`src/rtl/dwes_pkg.sv`:
```
// Shared widths, constants and sequencer type for the dual wheel encoder speed unit.
`default_nettype none

package dwes_pkg;

    localparam int unsigned TS_W    = 32;     // timestamp port width
    localparam int unsigned ND_W    = 16;     // notch distance register width
    localparam int unsigned SPEED_W = 26;     // speed in mm/s
    localparam int unsigned DIST_W  = 48;     // distance in um

    localparam logic [ND_W-1:0]    ND_RESET = ND_W'(10525);
    localparam logic [SPEED_W-1:0] UM_TO_MM = SPEED_W'(1000);

    localparam logic KIND_NOTCH = 1'b0;
    localparam logic KIND_TICK  = 1'b1;

    // Sequencer states, one-hot
    typedef enum logic [2:0] {
        ST_IDLE = 3'b001,
        ST_DIV  = 3'b010,
        ST_OUT  = 3'b100
    } seq_state_t;

endpackage

`default_nettype wire

```
`src/rtl/dwes_div.sv`:
```
// Restoring divider, one quotient bit per cycle, for the speed quotient.
`default_nettype none

module dwes_div #(
    parameter int unsigned DIVISOR_W = 32
) (
    input  wire logic                             clk,
    input  wire logic                             rst_n,
    input  wire logic                             start,
    input  wire logic [dwes_pkg::SPEED_W-1:0]     dividend,
    input  wire logic [DIVISOR_W-1:0]             divisor,
    output logic                                  done,
    output logic      [dwes_pkg::SPEED_W-1:0]     quotient
);

    localparam int unsigned QW    = dwes_pkg::SPEED_W;
    localparam int unsigned CNT_W = $clog2(QW + 1);

    logic [DIVISOR_W-1:0] rem_reg;
    logic [DIVISOR_W-1:0] rem_next;
    logic [QW-1:0]        quo_reg;
    logic [QW-1:0]        quo_next;
    logic [DIVISOR_W-1:0] dvs_reg;
    logic [CNT_W-1:0]     cnt_reg;
    logic                 busy_reg;
    logic                 done_reg;

    logic [DIVISOR_W:0]   rem_sh;
    logic [DIVISOR_W:0]   diff;
    logic                 fits;

    // Shift in the next dividend bit and trial-subtract the divisor
    always_comb
    begin
        rem_sh   = {rem_reg, quo_reg[QW-1]};
        diff     = rem_sh - {1'b0, dvs_reg};
        fits     = (rem_sh >= {1'b0, dvs_reg});
        rem_next = fits ? diff[DIVISOR_W-1:0] : rem_sh[DIVISOR_W-1:0];
        quo_next = {quo_reg[QW-2:0], fits};
    end

    // Control: load on start, step until all quotient bits are out
    always_ff @(posedge clk or negedge rst_n)
    begin
        if (!rst_n)
        begin
            busy_reg <= 1'b0;
            done_reg <= 1'b0;
            cnt_reg  <= '0;
        end
        else
        begin
            done_reg <= 1'b0;
            if (start)
            begin
                busy_reg <= 1'b1;
                cnt_reg  <= CNT_W'(QW);
            end
            else if (busy_reg)
            begin
                cnt_reg <= cnt_reg - CNT_W'(1);
                if (cnt_reg == CNT_W'(1))
                begin
                    busy_reg <= 1'b0;
                    done_reg <= 1'b1;
                end
            end
        end
    end

    // Datapath: remainder, quotient and held divisor
    always_ff @(posedge clk)
    begin
        if (start)
        begin
            rem_reg <= '0;
            quo_reg <= dividend;
            dvs_reg <= divisor;
        end
        else if (busy_reg)
        begin
            rem_reg <= rem_next;
            quo_reg <= quo_next;
        end
    end

    assign done     = done_reg;
    assign quotient = quo_reg;

endmodule

`default_nettype wire

```
`src/rtl/dual_wheel_encoder_speed.sv`:
```
// Top level of the dual wheel encoder speed unit: state, sequencer and ports.
//
//  channel | handshake           | word
//  --------+---------------------+------------------------------------------------
//  in      | in_valid / in_stall | kind, channel, timestamp_us
//  out     | out_valid/out_stall | speed_left, speed_right, distance_left/right
//  cfg     | cfg_valid/cfg_ready | cfg_data (notch_distance_um)
//
// A tick or a first notch has its result word offered in the cycle after accept;
// a counted notch first runs the restoring divider in ST_DIV, then offers its word.
// The next word can be taken in the cycle after the result word has been taken.
// in_stall stays high from accept until the result word has been taken.
// Reset clears all wheel state and loads the notch distance with 10525 um.
// out_stall holds the result word unchanged; nothing new is taken meanwhile.
`default_nettype none

module dual_wheel_encoder_speed #(
    parameter int unsigned TIME_BITS = 32
) (
    input  wire logic                             clk,
    input  wire logic                             rst_n,
    // input word
    input  wire logic                             in_valid,
    output logic                                  in_stall,
    input  wire logic                             kind,
    input  wire logic                             channel,
    input  wire logic [dwes_pkg::TS_W-1:0]        timestamp_us,
    // result word
    output logic                                  out_valid,
    input  wire logic                             out_stall,
    output logic      [dwes_pkg::SPEED_W-1:0]     speed_left,
    output logic      [dwes_pkg::SPEED_W-1:0]     speed_right,
    output logic      [dwes_pkg::DIST_W-1:0]      distance_left,
    output logic      [dwes_pkg::DIST_W-1:0]      distance_right,
    // configuration
    input  wire logic                             cfg_valid,
    output logic                                  cfg_ready,
    input  wire logic [dwes_pkg::ND_W-1:0]        cfg_data
);

    localparam int unsigned SW = dwes_pkg::SPEED_W;
    localparam int unsigned DW = dwes_pkg::DIST_W;
    localparam int unsigned NW = dwes_pkg::ND_W;

    dwes_pkg::seq_state_t state_reg;
    dwes_pkg::seq_state_t state_next;

    logic                 ch_reg;
    logic [NW-1:0]        nd_reg;
    logic [TIME_BITS-1:0] last_reg  [2];
    logic [SW-1:0]        speed_reg [2];
    logic [DW-1:0]        dist_reg  [2];
    logic [1:0]           seen_reg;
    logic [1:0]           moved_reg;

    logic [TIME_BITS-1:0] t_in;
    logic [TIME_BITS-1:0] period;
    logic [TIME_BITS-1:0] divisor;
    logic [SW-1:0]        scaled;
    logic                 accept;
    logic                 is_notch;
    logic                 div_start;
    logic                 div_done;
    logic [SW-1:0]        div_quo;

    // Fit the timestamp to the time width
    generate
        if (TIME_BITS > dwes_pkg::TS_W)
        begin : g_time_wide
            assign t_in = {{(TIME_BITS - dwes_pkg::TS_W){1'b0}}, timestamp_us};
        end
        else
        begin : g_time_narrow
            assign t_in = timestamp_us[TIME_BITS-1:0];
        end
    endgenerate

    // Handshakes
    assign in_stall  = (state_reg != dwes_pkg::ST_IDLE);
    assign out_valid = (state_reg == dwes_pkg::ST_OUT);
    assign cfg_ready = 1'b1;
    assign accept    = in_valid && !in_stall;
    assign is_notch  = (kind == dwes_pkg::KIND_NOTCH);
    assign div_start = accept && is_notch && seen_reg[channel];

    // Period since the last notch; a zero period divides as one microsecond
    always_comb
    begin
        period  = t_in - last_reg[channel];
        divisor = (period == '0) ? TIME_BITS'(1) : period;
        scaled  = SW'(SW'(nd_reg) * dwes_pkg::UM_TO_MM);
    end

    dwes_div #(
        .DIVISOR_W (TIME_BITS)
    ) u_div (
        .clk      (clk),
        .rst_n    (rst_n),
        .start    (div_start),
        .dividend (scaled),
        .divisor  (divisor),
        .done     (div_done),
        .quotient (div_quo)
    );

    // Sequencer
    always_comb
    begin
        state_next = state_reg;
        case (state_reg)
            dwes_pkg::ST_IDLE:
            begin
                if (div_start)
                    state_next = dwes_pkg::ST_DIV;
                else if (accept)
                    state_next = dwes_pkg::ST_OUT;
            end
            dwes_pkg::ST_DIV:
            begin
                if (div_done)
                    state_next = dwes_pkg::ST_OUT;
            end
            dwes_pkg::ST_OUT:
            begin
                if (!out_stall)
                    state_next = dwes_pkg::ST_IDLE;
            end
            default:
            begin
                state_next = dwes_pkg::ST_IDLE;
            end
        endcase
    end

    // State register, notch distance and wheel state
    always_ff @(posedge clk or negedge rst_n)
    begin
        if (!rst_n)
        begin
            state_reg    <= dwes_pkg::ST_IDLE;
            ch_reg       <= 1'b0;
            nd_reg       <= dwes_pkg::ND_RESET;
            last_reg[0]  <= '0;
            last_reg[1]  <= '0;
            speed_reg[0] <= '0;
            speed_reg[1] <= '0;
            dist_reg[0]  <= '0;
            dist_reg[1]  <= '0;
            seen_reg     <= '0;
            moved_reg    <= '0;
        end
        else
        begin
            state_reg <= state_next;

            if (cfg_valid && cfg_ready)
                nd_reg <= cfg_data;

            if (accept)
            begin
                if (is_notch)
                begin
                    // Record the notch; count it when an earlier one exists
                    ch_reg             <= channel;
                    last_reg[channel]  <= t_in;
                    seen_reg[channel]  <= 1'b1;
                    if (seen_reg[channel])
                    begin
                        dist_reg[channel]  <= dist_reg[channel] + DW'(nd_reg);
                        moved_reg[channel] <= 1'b1;
                    end
                end
                else
                begin
                    // Drop the speed of any wheel that has not moved
                    if (!moved_reg[0])
                        speed_reg[0] <= '0;
                    if (!moved_reg[1])
                        speed_reg[1] <= '0;
                    moved_reg <= '0;
                end
            end

            // Take the finished quotient
            if (state_reg == dwes_pkg::ST_DIV && div_done)
                speed_reg[ch_reg] <= div_quo;
        end
    end

    // Result word straight from the wheel state
    assign speed_left     = speed_reg[0];
    assign speed_right    = speed_reg[1];
    assign distance_left  = dist_reg[0];
    assign distance_right = dist_reg[1];

endmodule

`default_nettype wire
```
`config.mk`:
```
export PLATFORM = sky130hd
export DESIGN_NAME = dual_wheel_encoder_speed
export DESIGN_NICKNAME = d
export VERILOG_FILES = /design/src/rtl/dwes_pkg.sv /design/src/rtl/dwes_div.sv /design/src/rtl/dual_wheel_encoder_speed.sv
export SDC_FILE = /design/constraint.sdc
export NUM_CORES = 1
export LEC_CHECK = 0
export ABC_CLOCK_PERIOD_IN_PS = 4700
export BUFFER_PORTS_ARGS = -buffer_cell sky130_fd_sc_hd__buf_4
export CORE_MARGIN = 2
export CORE_UTILIZATION = 45
export CTS_CLUSTER_DIAMETER = 150
export CTS_CLUSTER_SIZE = 12
export DETAILED_ROUTE_END_ITERATION = 8
export PLACE_DENSITY = 0.63
export SETUP_SLACK_MARGIN = 0.2
export SKIP_LAST_GASP = 1
export SYNTH_ARGS = -nofsm -noshare
export SYNTH_HDL_FRONTEND = slang
export SYNTH_SLANG_ARGS = --single-unit
```
`constraint.sdc`:
```
create_clock -name clk -period 4.7 [get_ports clk]
set_clock_uncertainty 0.2 [all_clocks]
set_input_delay 0.235 -clock clk [delete_from_list [all_inputs] [get_ports clk]]
set_output_delay 0.235 -clock clk [all_outputs]
set_load 0.05 [all_outputs]
```
==> run metrics, run 1 <==
ys async rst share 0.730; DRT Wirelength 53,700 um; H-tree depth 1; final antenna-violating net count 0; IO Pins 206; max reg flops 64; GP Congestion 0.860; Seq cells post-synth 333; crit path buf inv count 2; switching pwr 7.87 mW; Least-Margin Pin Slew 1050 ps; Hold Slack 68.4 ps; Post-Syn Area 0.0209 mm^2; worst skew pair latency 610 ps; Worst Hold Class in2async; CTS root buffer clkbuf_16; number of global-route vias before repair 16.7k; routed vias 16.9k; Ys Warns 0; Crit path largest cell delay 570 ps; Int Power 10.2 mW; full die area 0.0481 mm^2; Pwr Total 18.1 mW; initial core utilization 0.458; placed standard-cell area 0.0236 mm^2; sequential share of power 0.255; Setup crit start kind flip-flop; leakage power 12.1 nW; Clock power frac 0.128; Max Clk Rate 207 MHz; Final Worst Setup Slack -140 ps; Synth Instances 2,130; worst-case vdd ir drop 0.491 mV; slowest cell on the critical path fa_1; CTS buffer count 31; Critical Path RT 4840 ps; fin crit share 1.03; Die H 219 um; CP Capture Type flip-flop; Post-synth top flop dfrtp_1; GRT Total Usage 0.223; WL/cell 17.5 um; Non-Filler Cell Area, Final 0.0257 mm^2; WP data arrival 4980 ps; Fin. Hold Viols 0; Starting DRT DRC Count 1,295; PD cells 703 mW/mm^2; core area 0.0456 mm^2; share of layout cells above drive strength 1 0.214; Post-Layout Cell Count 3,075; CTS Buffer Depth 3; min Tclk post-route 4840 ps; Mean Syn Cell Area 9.80 um^2; worst path cell trace inv_4 > fa_1 > fa_1 > fa_1 > fa_1 > inv_2 > ha_4 > a21o_1 > a21o_1 > a21oi_2 > o21ai_2 > o31a_1 > nor3_2 > o21bai_1 > a21oi_1 > xnor2_1 > o21ai_1; Logic pwr share 0.617; # setup viols final 6; clk sinks 333; register area share after synthesis 0.405; Die W 219 um; area growth from synthesis to layout 23.2%; Post-synth EDFFs 55; post-synth cell types 78; final core occ 0.564; first-pass GRT wire length 87,500 um; critical path class reg2reg; Cell Count Post-Placement 2,917; TritonCTS clock tree yes; failing checks negative setup slack; routed vias/inst 5.51; largest net degree at the start of global routing 152; Synth area leaders dfrtp_1, ha_1, edfxtp_1; GR Overflow Total 0; count of input and output buffers 204; outcome complete, but fails checks; final slew viol count 0; CP dominant cell by count fa_1; CTS clk-pin slew, worst paths 60 ps; initial antenna violation count 4; relative slew slack 0.303; DR pass1 iterations 5; DR DRC count 0; Top delay family on crit path adder cells; Sw Ratio 0.436; row count 78; RSZ-0062 raised after global routing yes; crit path max fanout 5; top-area cell type share of the netlist area 0.282; Synth Net Count 2,376; max-cap violation count 0; DP Wirelength 38,000 um; area leader, netlist dfrtp_1; worst reg-to-reg setup slack -140 ps; Layout Nets 2,703
path summary, 6_finish.rpt:
check	from	endpoint	cells past startpoint
max	nd_reg[5]	u_div.quotient[23]	17
min	rst_n	speed_left[25]	2
max reg2reg	nd_reg[5]	u_div.quotient[23]	17
min reg2reg	distance_left[47]	distance_left[47]	1
max in group asynchronous	rst_n	last_reg[35]	3
min in group clk	timestamp_us[14]	last_reg[14]	3
logic make-up after synthesis:
family	Yosys count	synth area share
and+or+nand+nor	621	0.140
other	1	0.000180
buffers and inverters	241	0.0440
adders and majority gates	191	0.135
xor gates and xnor gates	137	0.0575
AOI/OAI and AO/OA	476	0.152
muxes	130	0.0673
DFF	333	0.405
metrics by stage:
stage | worst slack, ps | TNS (ps)
3_3_place_gp | -126 | -320
5_1_grt | -364 | -2380
2_1_floorplan | -37.4 | -93.0
4_1_cts | -141 | -443
6_report | -140 | -637
3_5_place_dp | -174 | -638
Yosys cell counts, types with 5 or more instances:
master / count
ha_1: 134
nand4_1: 12
nand3b_1: 6
or3_1: 9
nand3_1: 60
or2_2: 8
nand2_1: 235
fa_1: 57
and3_1: 12
o31ai_1: 11
dfstp_2: 8
o21ai_0: 109
a31oi_1: 21
buf_1: 12
dfxtp_1: 35
nand2b_1: 15
inv_1: 147
clkbuf_1: 75
a21boi_0: 5
a211oi_1: 25
mux2_2: 83
xnor2_1: 62
a41oi_1: 5
a22o_1: 53
a21o_1: 39
o31a_1: 7
and2_1: 11
nor3b_1: 7
xor2_1: 75
o211ai_1: 11
nor2b_1: 23
nor3_1: 45
mux2i_1: 47
buf_2: 5
o21a_1: 22
nor2_1: 131
nor4_1: 25
and4_1: 6
dfrtp_1: 235
o21bai_1: 8
a21oi_1: 107
edfxtp_1: 55
power groups by stage:
stage,combinational [mW],sequential [mW],clock [mW]
global route,12.4,4.73,2.49
finish,11.1,4.61,2.32
CTS,10.5,4.61,2.39
floorplan,7.13,4.96,0
detailed placement,10.1,4.66,0
global placement,9.90,4.62,0
cell type report:
cell class              count  area [um^2]
fillers                  3925        19900
multi-input cells        1556        11900
flip-flops and latches    333         8440
repair buffers            388         3180
clock buffers              46          832
well taps                 600          751
inverters                 147          564
clock inverters             2         25.0
diodes                      3         7.51
per-layer routing:
| metal | vias up | global-route usage | routed length, um |
|---|---|---|---|
| li1 | 8178 | - | - |
| met1 | 8256 | 0.319 | 25500 |
| met2 | 413 | 0.350 | 24000 |
| met3 | 89 | 0.0333 | 2600 |
| met4 | 2 | 0.0646 | 1500 |
| met5 | - | 0 | 11 |
cell usage in the layout, fill, tap and decap left out, types with 53 or more instances in the layout:
cell,Yosys,final
buf_4,2,294
a21oi_1,107,95
mux2_2,83,83
o21ai_0,109,98
edfxtp_1,55,55
ha_1,134,124
a22o_1,53,53
dlygate4sd3_1,0,84
nand3_1,60,60
nand2_1,235,234
nor2_1,131,125
inv_1,147,131
dfrtp_1,235,234
xnor2_1,62,62
xor2_1,75,74
timing repair:
item	4_1_cts	5_1_grt
gates resized for setup	14	38
hold buffers	84	0
buffers inserted	8	15
endpoints found under the hold margin	179	0
pin swaps	17	22
setup endpoints to repair	10	13
No activity file was read; power rests on OpenSTA's default activity.
==> run 2, diff against run 1 <==
--- a/config.mk
+++ b/config.mk
@@ -12,6 +12,7 @@
 export CTS_CLUSTER_DIAMETER = 150
 export CTS_CLUSTER_SIZE = 12
 export DETAILED_ROUTE_END_ITERATION = 8
+export MAX_ROUTING_LAYER = met4
 export PLACE_DENSITY = 0.63
 export SETUP_SLACK_MARGIN = 0.2
 export SKIP_LAST_GASP = 1
==> run metrics, run 2 (synthesis results as in run 1) <==
largest net degree at the start of global routing 133 (was 152); slowest cell on the critical path dfstp_2 (was fa_1); full die area 0.0481 mm^2 (unchanged); share of layout cells above drive strength 1 0.215 (was 0.214); core area 0.0456 mm^2 (unchanged); H-tree depth 1 (unchanged); DR DRC count 0 (unchanged); initial antenna violation count 3 (was 4); routed vias 16.7k (was 16.9k); Least-Margin Pin Slew 1090 ps (was 1050 ps); area growth from synthesis to layout 23.5% (was 23.2%); CP dominant cell by count fa_1 (unchanged); routed vias/inst 5.39 (was 5.51); commonest non-fill, non-tap cell in the layout buf_4 (unchanged); crit path max fanout 4 (was 5); max-cap violation count 0 (unchanged); GP Congestion 0.862 (was 0.860); Setup crit start kind flip-flop (unchanged); IO Pins 206 (unchanged); critical path class reg2reg (unchanged); placed standard-cell area 0.0237 mm^2 (was 0.0236 mm^2); fin crit share 1.03 (about the same); DR pass1 iterations 5 (unchanged); Max Clk Rate 207 MHz (about the same); min Tclk post-route 4820 ps (was 4840 ps); WL/cell 17.3 um (was 17.5 um); row count 78 (unchanged); worst-case vdd ir drop 0.420 mV (was 0.491 mV); DP Wirelength 38,600 um (was 38,000 um); area of the multi-input gates 0.0119 mm^2 (about the same); clk sinks 333 (unchanged); failing checks negative setup slack (unchanged); leakage power 12.2 nW (was 12.1 nW); count of input and output buffers 204 (unchanged); Layout Nets 2,713 (was 2,703); final antenna-violating net count 0 (unchanged); CTS Buffer Depth 3 (unchanged); CTS buffer count 31 (unchanged); Critical Path RT 4810 ps (was 4840 ps); final slew viol count 0 (unchanged); worst skew pair latency 580 ps (was 610 ps); GRT Total Usage 0.230 (was 0.223); relative slew slack 0.272 (was 0.303); FF+latch area 0.00844 mm^2 (unchanged); Die W 219 um (unchanged); Die H 219 um (unchanged); Non-Filler Cell Area, Final 0.0258 mm^2 (was 0.0257 mm^2); CTS root buffer clkbuf_16 (unchanged); DRT Wirelength 53,500 um (was 53,700 um); outcome complete, but fails checks (unchanged); CTS clk-pin slew, worst paths 70 ps (was 60 ps); first-pass GRT wire length 87,700 um (was 87,500 um); TritonCTS clock tree yes (unchanged); number of global-route vias before repair 16.7k (about the same); PD cells 704 mW/mm^2 (was 703 mW/mm^2); worst path cell trace fa_1 > fa_1 > inv_1 > fa_1 > fa_1 > inv_2 > ha_4 > a21oi_2 > nor2_1 > a311oi_2 > a211oi_2 > o31a_1 > nor3_4 > o21bai_1 > a21oi_2 > xnor2_1 > o21ai_1 (was inv_4 > fa_1 > fa_1 > fa_1 > fa_1 > inv_2 > ha_4 > a21o_1 > a21o_1 > a21oi_2 > o21ai_2 > o31a_1 > nor3_2 > o21bai_1 > a21oi_1 > xnor2_1 > o21ai_1); # setup viols final 8 (was 6); RSZ-0062 raised after global routing yes (unchanged); Starting DRT DRC Count 1,124 (was 1,295); initial core utilization 0.458 (unchanged); Fin. Hold Viols 0 (unchanged); Fill cells 3,916 (was 3,925); Crit path largest cell delay 570 ps (about the same); Final Worst Setup Slack -121 ps (was -140 ps); GR Overflow Total 0 (unchanged); Total Neg Setup Slack -627 ps (was -637 ps); WP data arrival 4930 ps (was 4980 ps); CP Capture Type flip-flop (unchanged); commonest cells after routing, fill and taps aside buf_4, nand2_1, dfrtp_1 (unchanged); max reg flops 64 (unchanged); Worst Hold Class in2async (unchanged)
[run 2: cell types whose count changed in the layout (fill, tap and decap cells not counted), moves of 3 or more]
cell / delta
inv_2: +5
buf_4: +13
inv_1: -3
clkbuf_1: +10
[run 2: cell type report]
cell class | count | area share
multi-input cells | 1556 | 0.462
well taps | 600 | 0.0291
flip-flops and latches | 333 | 0.328
clock buffers | 56 | 0.0337
inverters | 147 | 0.0217
clock inverters | 1 | 0.000194
diodes | 3 | 0.000291
repair buffers | 398 | 0.126
[run 2: through the flow]
| step | hold WS, ps | setup slack (ps) | instances | util | total power, mW |
|---|---|---|---|---|---|
| global placement | 202 | -128 | 2929 | 0.520 | 14.6 |
| global route | 204 | -307 | 3094 | 0.566 | 19.7 |
| floorplan | -261 | -37.4 | 2130 | - | 12.1 |
| finish | 99.3 | -121 | 3094 | 0.566 | 18.1 |
| detailed placement | 217 | -228 | 2929 | 0.520 | 14.8 |
| CTS | 176 | -79.7 | 3081 | 0.560 | 17.6 |
[run 2: critical path: cells and delay by family, from the launching register on]
family	cells	cell delay, ps
buf+inv	2	100
compound gates	7	1200
simple gates	2	220
xor+xnor	1	130
flops	1	570
fa+ha+maj	5	2130
[run 2: timing repair]
| item | CTS | global route |
|---|---|---|
| resized for setup | 11 | 40 |
| buffers inserted | 11 | 10 |
| endpoints found under the setup margin | 10 | 13 |
| hold buffers | 84 | 0 |
| hold endpoints to repair | 213 | 0 |
| pin swaps | 13 | 29 |
[run 2: power by group]
group	total (mW)	switching, mW	internal (mW)
Sequential	4.61	0.641	3.97
Clock	2.32	1.09	1.23
Combinational	11.2	6.12	5.10
Total	18.1	7.85	10.3
[run 2: final timing paths]
path,startpoint,endpoint,depth (start not counted),slack (ps)
max in group asynchronous,rst_n,distance_right[3],3,2930
max reg2reg,nd_reg[2],u_div.quotient[23],17,-120
min reg2reg,distance_left[47],distance_left[47],1,270
max,nd_reg[2],u_div.quotient[23],17,-120
min,rst_n,u_div.cnt_reg[1],2,100
min in group clk,timestamp_us[4],last_reg[36],3,250
[run 2: layer usage]
layer | part of all wire | vias up | GRT usage
li1 | - | 8195 | -
met1 | 0.49 | 8071 | 0.328
met2 | 0.44 | 321 | 0.342
met3 | 0.047 | 75 | 0.0328
met4 | 0.027 | 0 | 0.0655
met5 | 0 | - | -
